--- config.mk ---
export PLATFORM = sky130hd
export DESIGN_NAME = fvs_ctrl
export DESIGN_NICKNAME = d
export VERILOG_FILES = /design/src/hw/rtl/fvs_pkg.sv /design/src/hw/rtl/fvs_ctrl.sv
export SDC_FILE = /design/constraint.sdc
export NUM_CORES = 1
export LEC_CHECK = 0
export ABC_AREA = 1
export BUFFER_PORTS_ARGS = -buffer_cell sky130_fd_sc_hd__buf_4
export CAP_MARGIN = 0
export CORE_AREA = 5 5 131 227
export CTS_BUF_LIST = sky130_fd_sc_hd__clkbuf_2
export CTS_CLUSTER_SIZE = 14
export DETAILED_ROUTE_END_ITERATION = 8
export DIE_AREA = 0 0 136 232
export PLACE_DENSITY_LB_ADDON = 0.25
export RECOVER_POWER = 100
export SYNTH_ARGS = -nofsm -noshare
export SYNTH_HDL_FRONTEND = slang
export SYNTH_SLANG_ARGS = --single-unit
--- constraint.sdc ---
create_clock -name clk -period 6.76 [get_ports clk]
set_input_delay 1.352 -clock clk [delete_from_list [all_inputs] [get_ports clk]]
set_output_delay 1.352 -clock clk [all_outputs]
set_load 0.005 [all_outputs]
--- src/hw/rtl/fvs_pkg.sv ---
// Shared constants and types for the focus list vertex scheduler.
`timescale 1ns / 1ps

package fvs_pkg;

  // Configuration port
  localparam int CFG_IDX_W  = 1;
  localparam int CFG_DATA_W = 21;

  localparam logic [CFG_IDX_W-1:0] CFG_LIST_LIMIT   = 1'd0;
  localparam logic [CFG_IDX_W-1:0] CFG_VERTEX_COUNT = 1'd1;

  localparam int LIMIT_W = 11;
  localparam int COUNT_W = 21;

  localparam logic [LIMIT_W-1:0] LIMIT_RESET  = 11'd256;
  localparam logic [COUNT_W-1:0] VCOUNT_RESET = 21'd1024;
  localparam logic [COUNT_W-1:0] COUNT_MAX    = 21'h1FFFFF;

  // Credit handed to a freshly appended entry, and credit gained per lift
  localparam int START_CREDIT = 2;
  localparam int CREDIT_STEP  = 2;

  // Status from the controller to the top level
  typedef struct packed {
    logic busy;      // an item is in work, no new item taken
    logic pass_two;  // cycling through the focus list
  } fvs_status_t;

endpackage

--- src/hw/rtl/fvs_ctrl.sv ---
// Scheduler sequencer: pass one append, pass two read-modify-write and order-keeping removal.
`timescale 1ns / 1ps

module fvs_ctrl
  import fvs_pkg::*;
#(
  parameter int MAX_LIST    = 1024,
  parameter int VERTEX_BITS = 20,
  parameter int CREDIT_BITS = 16,
  parameter int ADDR_W      = 10,
  parameter int WORD_W      = 36
) (
  input  logic                   clk,
  input  logic                   rst_n,
  input  logic                   in_valid,
  input  logic [VERTEX_BITS-1:0] in_vertex,
  input  logic                   in_none,
  input  logic                   in_lifted,
  input  logic [LIMIT_W-1:0]     list_limit,
  input  logic [COUNT_W-1:0]     vertex_count,
  input  logic                   out_ready,
  output logic                   out_valid,
  output logic [VERTEX_BITS-1:0] out_vertex,
  output logic                   out_delegate,
  output logic                   out_focus,
  output fvs_status_t            status,
  output logic                   mem_we,
  output logic [ADDR_W-1:0]      mem_waddr,
  output logic [WORD_W-1:0]      mem_wdata,
  output logic                   mem_re,
  output logic [ADDR_W-1:0]      mem_raddr,
  input  logic [WORD_W-1:0]      mem_rdata
);

  localparam int LEN_W = $clog2(MAX_LIST + 1);
  localparam int CMP_W = (LEN_W > LIMIT_W) ? LEN_W : LIMIT_W;

  typedef enum logic [2:0] {
    ST_IDLE,
    ST_P1,
    ST_MOD,
    ST_SHIFT,
    ST_RD,
    ST_EMIT
  } state_t;

  state_t                 state_r, state_nxt;
  logic [LEN_W-1:0]       len_r, len_nxt;
  logic [LEN_W-1:0]       rp_r, rp_nxt;
  logic [ADDR_W-1:0]      sh_r, sh_nxt;
  logic                   pass_two_r, pass_two_nxt;
  logic [COUNT_W-1:0]     att_r, att_nxt;
  logic                   sv_valid_r, sv_valid_nxt;
  logic                   sv_lifted_r, sv_lifted_nxt;
  logic [VERTEX_BITS-1:0] sv_vtx_r, sv_vtx_nxt;
  logic                   rep_none_r, rep_none_nxt;
  logic                   rep_lifted_r, rep_lifted_nxt;
  logic [VERTEX_BITS-1:0] rep_vtx_r, rep_vtx_nxt;
  logic                   out_valid_r, out_valid_nxt;
  logic [VERTEX_BITS-1:0] out_vtx_r, out_vtx_nxt;
  logic                   out_del_r, out_del_nxt;
  logic                   out_focus_r, out_focus_nxt;

  logic                   out_free;
  logic                   in_take;

  // pass one
  logic                   p1_app;
  logic [LEN_W-1:0]       p1_len;
  logic [CMP_W-1:0]       lim_c;
  logic                   p1_sw;
  logic                   p1_go2;
  logic [COUNT_W-1:0]     p1_att0;
  logic [COUNT_W-1:0]     p1_att;

  // pass two
  logic [CREDIT_BITS-1:0] rd_crd;
  logic [VERTEX_BITS-1:0] rd_vtx;
  logic [CREDIT_BITS:0]   crd_sum;
  logic [CREDIT_BITS-1:0] crd_up;
  logic [CREDIT_BITS-1:0] crd_half;
  logic                   mod_drop;
  logic [LEN_W-1:0]       rp_inc;
  logic [LEN_W-1:0]       sh_two;

  assign out_free = !out_valid_r || out_ready;
  assign in_take  = in_valid && (state_r == ST_IDLE);

  assign p1_app = rep_lifted_r && !rep_none_r && (len_r < LEN_W'(MAX_LIST));
  assign p1_len = len_r + LEN_W'(p1_app);

  always_comb begin
    if (list_limit == '0) begin
      lim_c = CMP_W'(1);
    end else if (CMP_W'(list_limit) > CMP_W'(MAX_LIST)) begin
      lim_c = CMP_W'(MAX_LIST);
    end else begin
      lim_c = CMP_W'(list_limit);
    end
  end

  assign p1_sw   = (CMP_W'(p1_len) >= lim_c) || (att_r >= vertex_count);
  assign p1_go2  = p1_sw && (p1_len != '0);
  assign p1_att0 = p1_sw ? '0 : att_r;
  assign p1_att  = (p1_att0 != COUNT_MAX) ? p1_att0 + COUNT_W'(1) : p1_att0;

  assign rd_crd   = mem_rdata[CREDIT_BITS-1:0];
  assign rd_vtx   = mem_rdata[CREDIT_BITS +: VERTEX_BITS];
  assign crd_sum  = {1'b0, rd_crd} + (CREDIT_BITS+1)'(CREDIT_STEP);
  assign crd_up   = crd_sum[CREDIT_BITS] ? '1 : crd_sum[CREDIT_BITS-1:0];
  assign crd_half = rd_crd >> 1;
  assign mod_drop = !rep_lifted_r && (crd_half == '0);
  assign rp_inc   = rp_r + LEN_W'(1);
  assign sh_two   = LEN_W'(sh_r) + LEN_W'(2);

  always_comb begin
    state_nxt      = state_r;
    len_nxt        = len_r;
    rp_nxt         = rp_r;
    sh_nxt         = sh_r;
    pass_two_nxt   = pass_two_r;
    att_nxt        = att_r;
    sv_valid_nxt   = sv_valid_r;
    sv_lifted_nxt  = sv_lifted_r;
    sv_vtx_nxt     = sv_vtx_r;
    rep_none_nxt   = rep_none_r;
    rep_lifted_nxt = rep_lifted_r;
    rep_vtx_nxt    = rep_vtx_r;
    out_valid_nxt  = out_valid_r && !out_ready;
    out_vtx_nxt    = out_vtx_r;
    out_del_nxt    = out_del_r;
    out_focus_nxt  = out_focus_r;
    mem_we         = 1'b0;
    mem_waddr      = '0;
    mem_wdata      = '0;
    mem_re         = 1'b0;
    mem_raddr      = '0;

    case (state_r)
      ST_IDLE: begin
        if (in_take) begin
          rep_none_nxt   = in_none;
          rep_lifted_nxt = in_lifted;
          rep_vtx_nxt    = in_vertex;
          if (pass_two_r) begin
            mem_re = 1'b1;
            if (in_none) begin
              // restart the cycle at the list head
              rp_nxt    = '0;
              mem_raddr = '0;
              state_nxt = ST_EMIT;
            end else begin
              mem_raddr = rp_r[ADDR_W-1:0];
              state_nxt = ST_MOD;
            end
          end else begin
            state_nxt = ST_P1;
          end
        end
      end

      ST_P1: begin
        if (out_free) begin
          sv_valid_nxt  = !rep_none_r;
          sv_lifted_nxt = rep_lifted_r;
          sv_vtx_nxt    = rep_vtx_r;
          if (p1_app) begin
            mem_we    = 1'b1;
            mem_waddr = len_r[ADDR_W-1:0];
            mem_wdata = {rep_vtx_r, CREDIT_BITS'(START_CREDIT)};
          end
          len_nxt = p1_len;
          if (p1_go2) begin
            pass_two_nxt = 1'b1;
            rp_nxt       = '0;
            state_nxt    = ST_RD;
          end else begin
            att_nxt       = p1_att;
            out_valid_nxt = 1'b1;
            out_vtx_nxt   = '0;
            out_del_nxt   = 1'b1;
            out_focus_nxt = 1'b0;
            state_nxt     = ST_IDLE;
          end
        end
      end

      ST_MOD: begin
        if (!mod_drop) begin
          mem_we    = 1'b1;
          mem_waddr = rp_r[ADDR_W-1:0];
          mem_wdata = {rd_vtx, rep_lifted_r ? crd_up : crd_half};
          mem_re    = 1'b1;
          // a write-back only touches credit, so a same-address read still
          // returns the right vertex
          if (rp_inc >= len_r) begin
            rp_nxt    = '0;
            mem_raddr = '0;
          end else begin
            rp_nxt    = rp_inc;
            mem_raddr = rp_inc[ADDR_W-1:0];
          end
          state_nxt = ST_EMIT;
        end else if (rp_inc < len_r) begin
          // close the gap: move later entries down one slot
          mem_re    = 1'b1;
          mem_raddr = rp_inc[ADDR_W-1:0];
          sh_nxt    = rp_r[ADDR_W-1:0];
          state_nxt = ST_SHIFT;
        end else begin
          // tail entry dropped, nothing to move
          len_nxt = len_r - LEN_W'(1);
          rp_nxt  = '0;
          if (len_r == LEN_W'(1)) begin
            // list empty: back to pass one, replay the saved report
            pass_two_nxt   = 1'b0;
            att_nxt        = '0;
            rep_none_nxt   = !sv_valid_r;
            rep_lifted_nxt = sv_lifted_r;
            rep_vtx_nxt    = sv_vtx_r;
            state_nxt      = ST_P1;
          end else begin
            mem_re    = 1'b1;
            mem_raddr = '0;
            state_nxt = ST_EMIT;
          end
        end
      end

      ST_SHIFT: begin
        mem_we    = 1'b1;
        mem_waddr = sh_r;
        mem_wdata = mem_rdata;
        if (sh_two < len_r) begin
          mem_re    = 1'b1;
          mem_raddr = sh_two[ADDR_W-1:0];
          sh_nxt    = sh_r + ADDR_W'(1);
        end else begin
          len_nxt   = len_r - LEN_W'(1);
          state_nxt = ST_RD;
        end
      end

      ST_RD: begin
        mem_re    = 1'b1;
        mem_raddr = rp_r[ADDR_W-1:0];
        state_nxt = ST_EMIT;
      end

      ST_EMIT: begin
        if (out_free) begin
          out_valid_nxt = 1'b1;
          out_vtx_nxt   = rd_vtx;
          out_del_nxt   = 1'b0;
          out_focus_nxt = 1'b1;
          state_nxt     = ST_IDLE;
        end
      end

      default: begin
        state_nxt = ST_IDLE;
      end
    endcase
  end

  always_ff @(posedge clk) begin
    if (!rst_n) begin
      state_r     <= ST_IDLE;
      len_r       <= '0;
      rp_r        <= '0;
      pass_two_r  <= 1'b0;
      att_r       <= '0;
      sv_valid_r  <= 1'b0;
      sv_lifted_r <= 1'b0;
      out_valid_r <= 1'b0;
    end else begin
      state_r     <= state_nxt;
      len_r       <= len_nxt;
      rp_r        <= rp_nxt;
      pass_two_r  <= pass_two_nxt;
      att_r       <= att_nxt;
      sv_valid_r  <= sv_valid_nxt;
      sv_lifted_r <= sv_lifted_nxt;
      out_valid_r <= out_valid_nxt;
    end
    sh_r         <= sh_nxt;
    sv_vtx_r     <= sv_vtx_nxt;
    rep_none_r   <= rep_none_nxt;
    rep_lifted_r <= rep_lifted_nxt;
    rep_vtx_r    <= rep_vtx_nxt;
    out_vtx_r    <= out_vtx_nxt;
    out_del_r    <= out_del_nxt;
    out_focus_r  <= out_focus_nxt;
  end

  assign out_valid       = out_valid_r;
  assign out_vertex      = out_vtx_r;
  assign out_delegate    = out_del_r;
  assign out_focus       = out_focus_r;
  assign status.busy     = (state_r != ST_IDLE);
  assign status.pass_two = pass_two_r;

endmodule

==> results.yml, run 1 <==
die:
  initial_core_util: 0.3451
  core-area_sq_um: 27670
  num_rows: 81
  die_h_um: 232
  dieArea_sq_um: 31550
  die_w_um: 136
  ioPinCount: 177
route:
  antenna_left: 0
  drc: 0
  vias_per_cell: 5.108
  first_iter_violations: 545
  num_vias: 9536
  dr.pass1.iters: 5
  avgRoutedWirePerCell_um: 17.05
  routed_wl_um: 31830
worst_setup_path:
  startpoint: "state_r[1]$_SDFFE_PN0P_"
  r2r_cells: 24
  crit_path_end_kind: "primary output"
  path_cells: "inv_1 > nor2_4 > inv_1 > nor2_4 > nand2_1 > inv_1 > nor2_1 > clkbuf_1 > o21ai_0 > buf_4"
  cp_max_fo: 26
  r2r_end: "att_r[9]$_SDFFE_PN0P_"
  path_common_cell: "inv_1"
  slowest_stage: "nor2_4"
  required_ns: 5.41
  startpoint_type: "register"
  arrival_ns: 4.74
  path_class: "register to primary output"
  cpPeakStageDelay_ns: 0.65
  r2r_setup_slack_ns: 0.71
  rr_startpoint: "rep_lifted_r$_DFFE_PP_"
sta:
  tightest_slew_ns: 1.636
  final-setup-viol-count: 0
  skew_ns: 0.02896
  setup_tns_ns: 0
  hold_viol_final: 0
  worst_slew_margin_rel: -0.09183
  finalCriticalPeriod_ns: 6.094
  slew_violations: 23
  grt_setup_unrepaired: "no"
  finalCritPeriodShare: 0.9014
  max_clock_freq_ghz: 0.1641
place:
  hpwl_um: 24820
  portBuffers: 176
  place.gp.congestion: 0.9349
cts:
  clock_latency_ns: 0.77
  clock-sinks: 124
  clockRootBuffer: "clkbuf_2"
  post_cts.repair.setup_buffers: 0
  cts_resized: 0
  cts_tree: "built"
  clockBufferDepth: 2
  cts_buffers: 17
  htreeDepth: 4
  clkSlewWorstSetupHoldPaths_ns: 0.20
  cts_hold_buf: 0
layout:
  fillCellCount: 2918
  fin_nets: 1638
  final_layout_size_suffix_gt1_frac: 0.1775
  area_growth_syn_to_layout_pct: 17.89
synth:
  yosys_register_bits: 124
  synth_edf_count: 74
  yosysUniqueCellTypes: 53
  syn_avg_cell_area_sq_um: 7.228
  async_flop_share: 0
  ys_seq_area_frac: 0.3376
  syn_inst: 1321
  synth-main-ff-cell: "edfxtp_1"
  synth_area_sq_um: 9548
  yosys_warnings: 0
  syn_nets: 1478
min_path:
  hold_end: "sv_vtx_r[5]$_DFFE_PP_"
  hp-class: "register to register"
  hold_path_depth: 0
  hold_path_startpoint: "rep_vtx_r[5]$_DFFE_PP_"
grt:
  grt_use_total: 0.2028
  grt_pass1_wl_um: 49850
  grt_max_degree: 40
  grt.overflow.total: 0
  antenna_found_initial: 1
  first_global_vias: 9547
power_and_ir_drop:
  p_total_mw: 2.028
  power_density_nw_per_um2: 180.2
  cellLeakagePower_nw: 5.177
  vdd_drop_max_v: 0.0001111
run_status:
  status: "complete, but fails checks"
  violations: "max-capacitance violations, max-slew violations"
run:
  maxCapViolCount: 1
==> routing by layer <==
| layer | part of all wire | GRT usage |
|---|---|---|
| met5 | 0 | 0 |
| met4 | 0.045 | 0.09426 |
| met3 | 0.051 | 0.04011 |
| met2 | 0.54 | 0.3814 |
| met1 | 0.36 | 0.2119 |
==> registers in the layout, indices dropped and copies added (netlist names), 3 cells and up <==
signal,count
sh_r,10
rep_vtx_r,20
len_r,11
rp_r,11
state_r,3
sv_vtx_r,20
att_r,21
out_vertex,20
==> critical path, delay by kind of cell (launching register included) <==
kind | cells | cell delay [ns]
buffers and inverters | 5 | 1.67
and+or+nand+nor | 4 | 1.44
AOI/OAI and AO/OA | 1 | 0.43
DFF | 1 | 0.42
==> how the worst max path moves through the flow <==
stage,endpoint,depth (start not counted)
3_3_place_gp,att_r[1]$_SDFFE_PN0P_,29
2_1_floorplan,rep_lifted_r$_DFFE_PP_,6
4_1_cts,mem_raddr[7],19
3_5_place_dp,att_r[2]$_SDFFE_PN0P_,28
5_1_grt,att_r[13]$_SDFFE_PN0P_,28
6_report,mem_wdata[31],10
==> cell families after synthesis <==
logic type	Yosys count	synth area share
DFF	124	0.3376
buffers and inverters	237	0.09999
xor gates and xnor gates	46	0.04298
adders and majority gates	63	0.08256
AOI/OAI and AO/OA	204	0.1271
and+or+nand+nor	647	0.3098
==> cells in the mapped netlist, types with 2 or more instances <==
cell,number,area [sq um]
nand2_2,13,81.33
a221o_1,2,20.02
a21oi_1,67,335.3
o211ai_1,5,37.54
buf_1,3,11.26
xnor2_1,5,43.79
buf_6,3,33.78
o21ai_0,61,305.3
nand4_1,18,112.6
a21oi_2,11,96.34
a21o_1,2,15.01
edfxtp_1,74,2222
nand3b_1,2,15.01
nor2_1,117,439.2
nand3_1,67,335.3
nor4_1,7,43.79
inv_2,16,60.06
nor2_2,15,93.84
inv_1,176,660.6
nor3_4,3,48.80
nor3_1,19,95.09
buf_2,9,45.04
dfxtp_1,50,1001
nor2_4,6,67.56
buf_4,4,30.03
a211oi_1,5,37.54
o2111ai_1,4,35.03
nand4_2,5,62.56
clkinv_1,4,15.01
ha_1,63,788.3
nor3_2,6,60.06
clkbuf_1,21,78.83
nand3_2,10,100.1
xor2_1,40,350.3
o221ai_1,14,122.6
o22ai_1,14,87.58
o21ai_1,13,65.06
nand2_1,352,1321
==> cells in the final DEF, fill, tap and decap left out, types with 8 or more instances in the layout <==
cell / Yosys / layout
inv_1: 176 / 178
a21oi_1: 67 / 71
clkbuf_2: 0 / 20
nand3_1: 67 / 69
nand2_1: 352 / 357
edfxtp_1: 74 / 74
inv_2: 16 / 14
clkbuf_4: 0 / 39
dfxtp_1: 50 / 50
nand4_1: 18 / 18
xor2_1: 40 / 40
ha_1: 63 / 63
clkbuf_1: 21 / 19
nand3_2: 10 / 8
nor2_1: 117 / 120
o21ai_0: 61 / 72
nor2_2: 15 / 12
o221ai_1: 14 / 14
buf_4: 4 / 123
nor3_1: 19 / 21
nand2_2: 13 / 9
o22ai_1: 14 / 14
==> layout make-up <==
type                       count  area [sq um]  share of cell area
inverter                     196         735.7             0.06536
timing repair buffer         182          1292              0.1148
clock buffer                  19         95.09            0.008448
sequential                   124          3223              0.2863
tap                          373         466.7             0.04146
multi-input combinational    960          5293              0.4702
clock inverter                12         147.6             0.01312
antenna                        1         2.502           0.0002223
==> power by group <==
part	internal (mW)	switching, mW
Sequential	0.895	0.0482
Clock	0.206	0.313
Combinational	0.190	0.376
Total	1.29	0.737
==> per-stage QoR <==
step / instances / cell area [sq um] / worst slack [ns] / util / hold slack (ns)
after global placement: 1835 / 11170 / 1.334 / 0.4037 / 0.4329
after CTS: 1866 / 11410 / 0.6219 / 0.4125 / 0.4714
final: 1867 / 11260 / 0.6663 / 0.4068 / 0.4748
after global routing: 1867 / 11260 / 0.1714 / 0.4068 / 0.4685
after floorplan: 1321 / 9548 / 0.5090 / - / 0.4250
after detailed placement: 1835 / 11170 / 1.190 / 0.4037 / 0.4399
No activity file was read; power rests on OpenSTA's default activity.
==> run 2, diff against run 1 <==
- CORE_AREA: 5 5 131 227 -> 5 5 123 213
- DIE_AREA: 0 0 136 232 -> 0 0 128 218
- GPL_TIMING_DRIVEN: not set -> 0
==> results.yml, run 2 (same netlist as run 1, synthesis figures left out) <==
die:
  dieArea_sq_um: 27900
  initial_core_util: 0.3922
  ioPinCount: 177
  die_w_um: 128
  die_h_um: 218
  num_rows: 76
  core-area_sq_um: 24340
layout:
  area_growth_syn_to_layout_pct: 18.88
  fin_nets: 1675
  final_layout_size_suffix_gt1_frac: 0.1796
  layout_commonest_cell: "nand2_1"
  final_cells: 1844
  layout_common_cells: "nand2_1 (355), inv_1 (180), nor2_1 (123)"
  largest_register_ffs: 21
  fillCellCount: 2635
  seqCellArea_sq_um: 3223
  multi_input_area_sq_um: 5285
  top_register: "att_r"
route:
  avgRoutedWirePerCell_um: 17.43
  drc: 0
  vias_per_cell: 5.237
  dr.pass1.iters: 6
  first_iter_violations: 600
  routed_wl_um: 32150
  num_vias: 9657
  antenna_left: 0
cts:
  cts_hold_buf: 0
  cts_buffers: 17
  clockRootBuffer: "clkbuf_2"
  clock-sinks: 124
  clkSlewWorstSetupHoldPaths_ns: 0.22
  htreeDepth: 4
  cts_resized: 0
  cts_tree: "built"
  clock_latency_ns: 0.79
  clockBufferDepth: 2
  post_cts.repair.setup_buffers: 0
power_and_ir_drop:
  p_int_mw: 1.245
  swShare: 0.3804
  pwr-share-clk: 0.237
  cellLeakagePower_nw: 5.264
  switchingPower_uw: 764.2
  power_density_nw_per_um2: 177.0
  p_seq_frac: 0.466
  combPwrFrac: 0.297
  vdd_drop_max_v: 0.00008926
sta:
  skew_ns: 0.04447
  finalCritPeriodShare: 0.9300
  hold_viol_final: 0
  final-setup-viol-count: 0
  tightest_slew_ns: 1.586
  max_clock_freq_ghz: 0.1591
  finalCriticalPeriod_ns: 6.287
  slew_violations: 6
  grt_setup_unrepaired: "no"
  setup_tns_ns: 0
  worst_slew_margin_rel: -0.08451
  finalHoldWorstSlack_ns: 0.4623
grt:
  grt_use_total: 0.2329
  grt.overflow.total: 0
  first_global_vias: 9801
  grt_pass1_wl_um: 50760
  grt_max_degree: 27
  antenna_found_initial: 1
worst_setup_path:
  critPathBufInv: 5
  cpPeakStageDelay_ns: 0.56
  crit_family: "simple AND/OR/NAND/NOR gates"
  arrival_ns: 7.00
  slowest_stage: "nor3_1"
  required_ns: 7.47
  path_class: "register to register"
  crit_path_end_kind: "register"
  startpoint_type: "register"
  path_common_cell: "nand2_1"
  cp_max_fo: 10
run_status:
  violations: "max-capacitance violations, max-slew violations"
  status: "complete, but fails checks"
run:
  maxCapViolCount: 1
place:
  hpwl_um: 25610
  portBuffers: 174
  dp_cells: 1811
  place.gp.congestion: 0.9755
min_path:
  hp-class: "register to register"
-- run 2: path summary, 6_finish.rpt --
path,from,to,slack (ns),cells past startpoint
worst min-delay path,rep_none_r$_DFFE_PP_,sv_valid_r$_SDFFE_PN0P_,0.46,1
worst max register to register,rep_lifted_r$_DFFE_PP_,att_r[9]$_SDFFE_PN0P_,0.47,26
worst min register to register,rep_none_r$_DFFE_PP_,sv_valid_r$_SDFFE_PN0P_,0.46,1
worst max-delay path,rep_lifted_r$_DFFE_PP_,att_r[9]$_SDFFE_PN0P_,0.47,26
-- run 2: through the flow --
step | setup slack (ns) | instance area, sq um | utilization | total power [mW]
6_report | 0.4735 | 11350 | 0.4663 | 2.009
5_1_grt | 0.03783 | 11350 | 0.4663 | 2.139
4_1_cts | 0.5183 | 11510 | 0.4730 | 2.054
3_5_place_dp | 0.9485 | 11290 | 0.4637 | 1.572
3_3_place_gp | -1.923 | 11240 | 0.4619 | 1.558
2_1_floorplan | 0.5090 | 9548 | - | 1.318
-- run 2: layout make-up --
type	instances	share of cell area
inverters	196	0.06481
flip-flops and latches	124	0.2840
well taps	312	0.03439
repair buffers	178	0.1132
clock inverters	14	0.01201
multi-input cells	960	0.4656
diodes	1	0.0002205
clock buffers	18	0.007936
plain buffers	41	0.01786
-- run 2: per-layer routing --
metal  part of all wire  vias up  GRT usage
met1               0.35     4470     0.2353
met4              0.059        0     0.1296
met5                  0        -          0
li1                   -     4755          -
met3              0.045      111    0.04044
met2               0.54      321     0.4409
-- run 2: power groups by stage --
stage | Clock, mW | Sequential [mW] | Combinational (mW)
floorplan | 0 | 0.944 | 0.374
global placement | 0 | 0.957 | 0.601
detailed placement | 0 | 0.952 | 0.620
CTS | 0.494 | 0.936 | 0.623
global route | 0.530 | 0.944 | 0.664
finish | 0.475 | 0.936 | 0.597
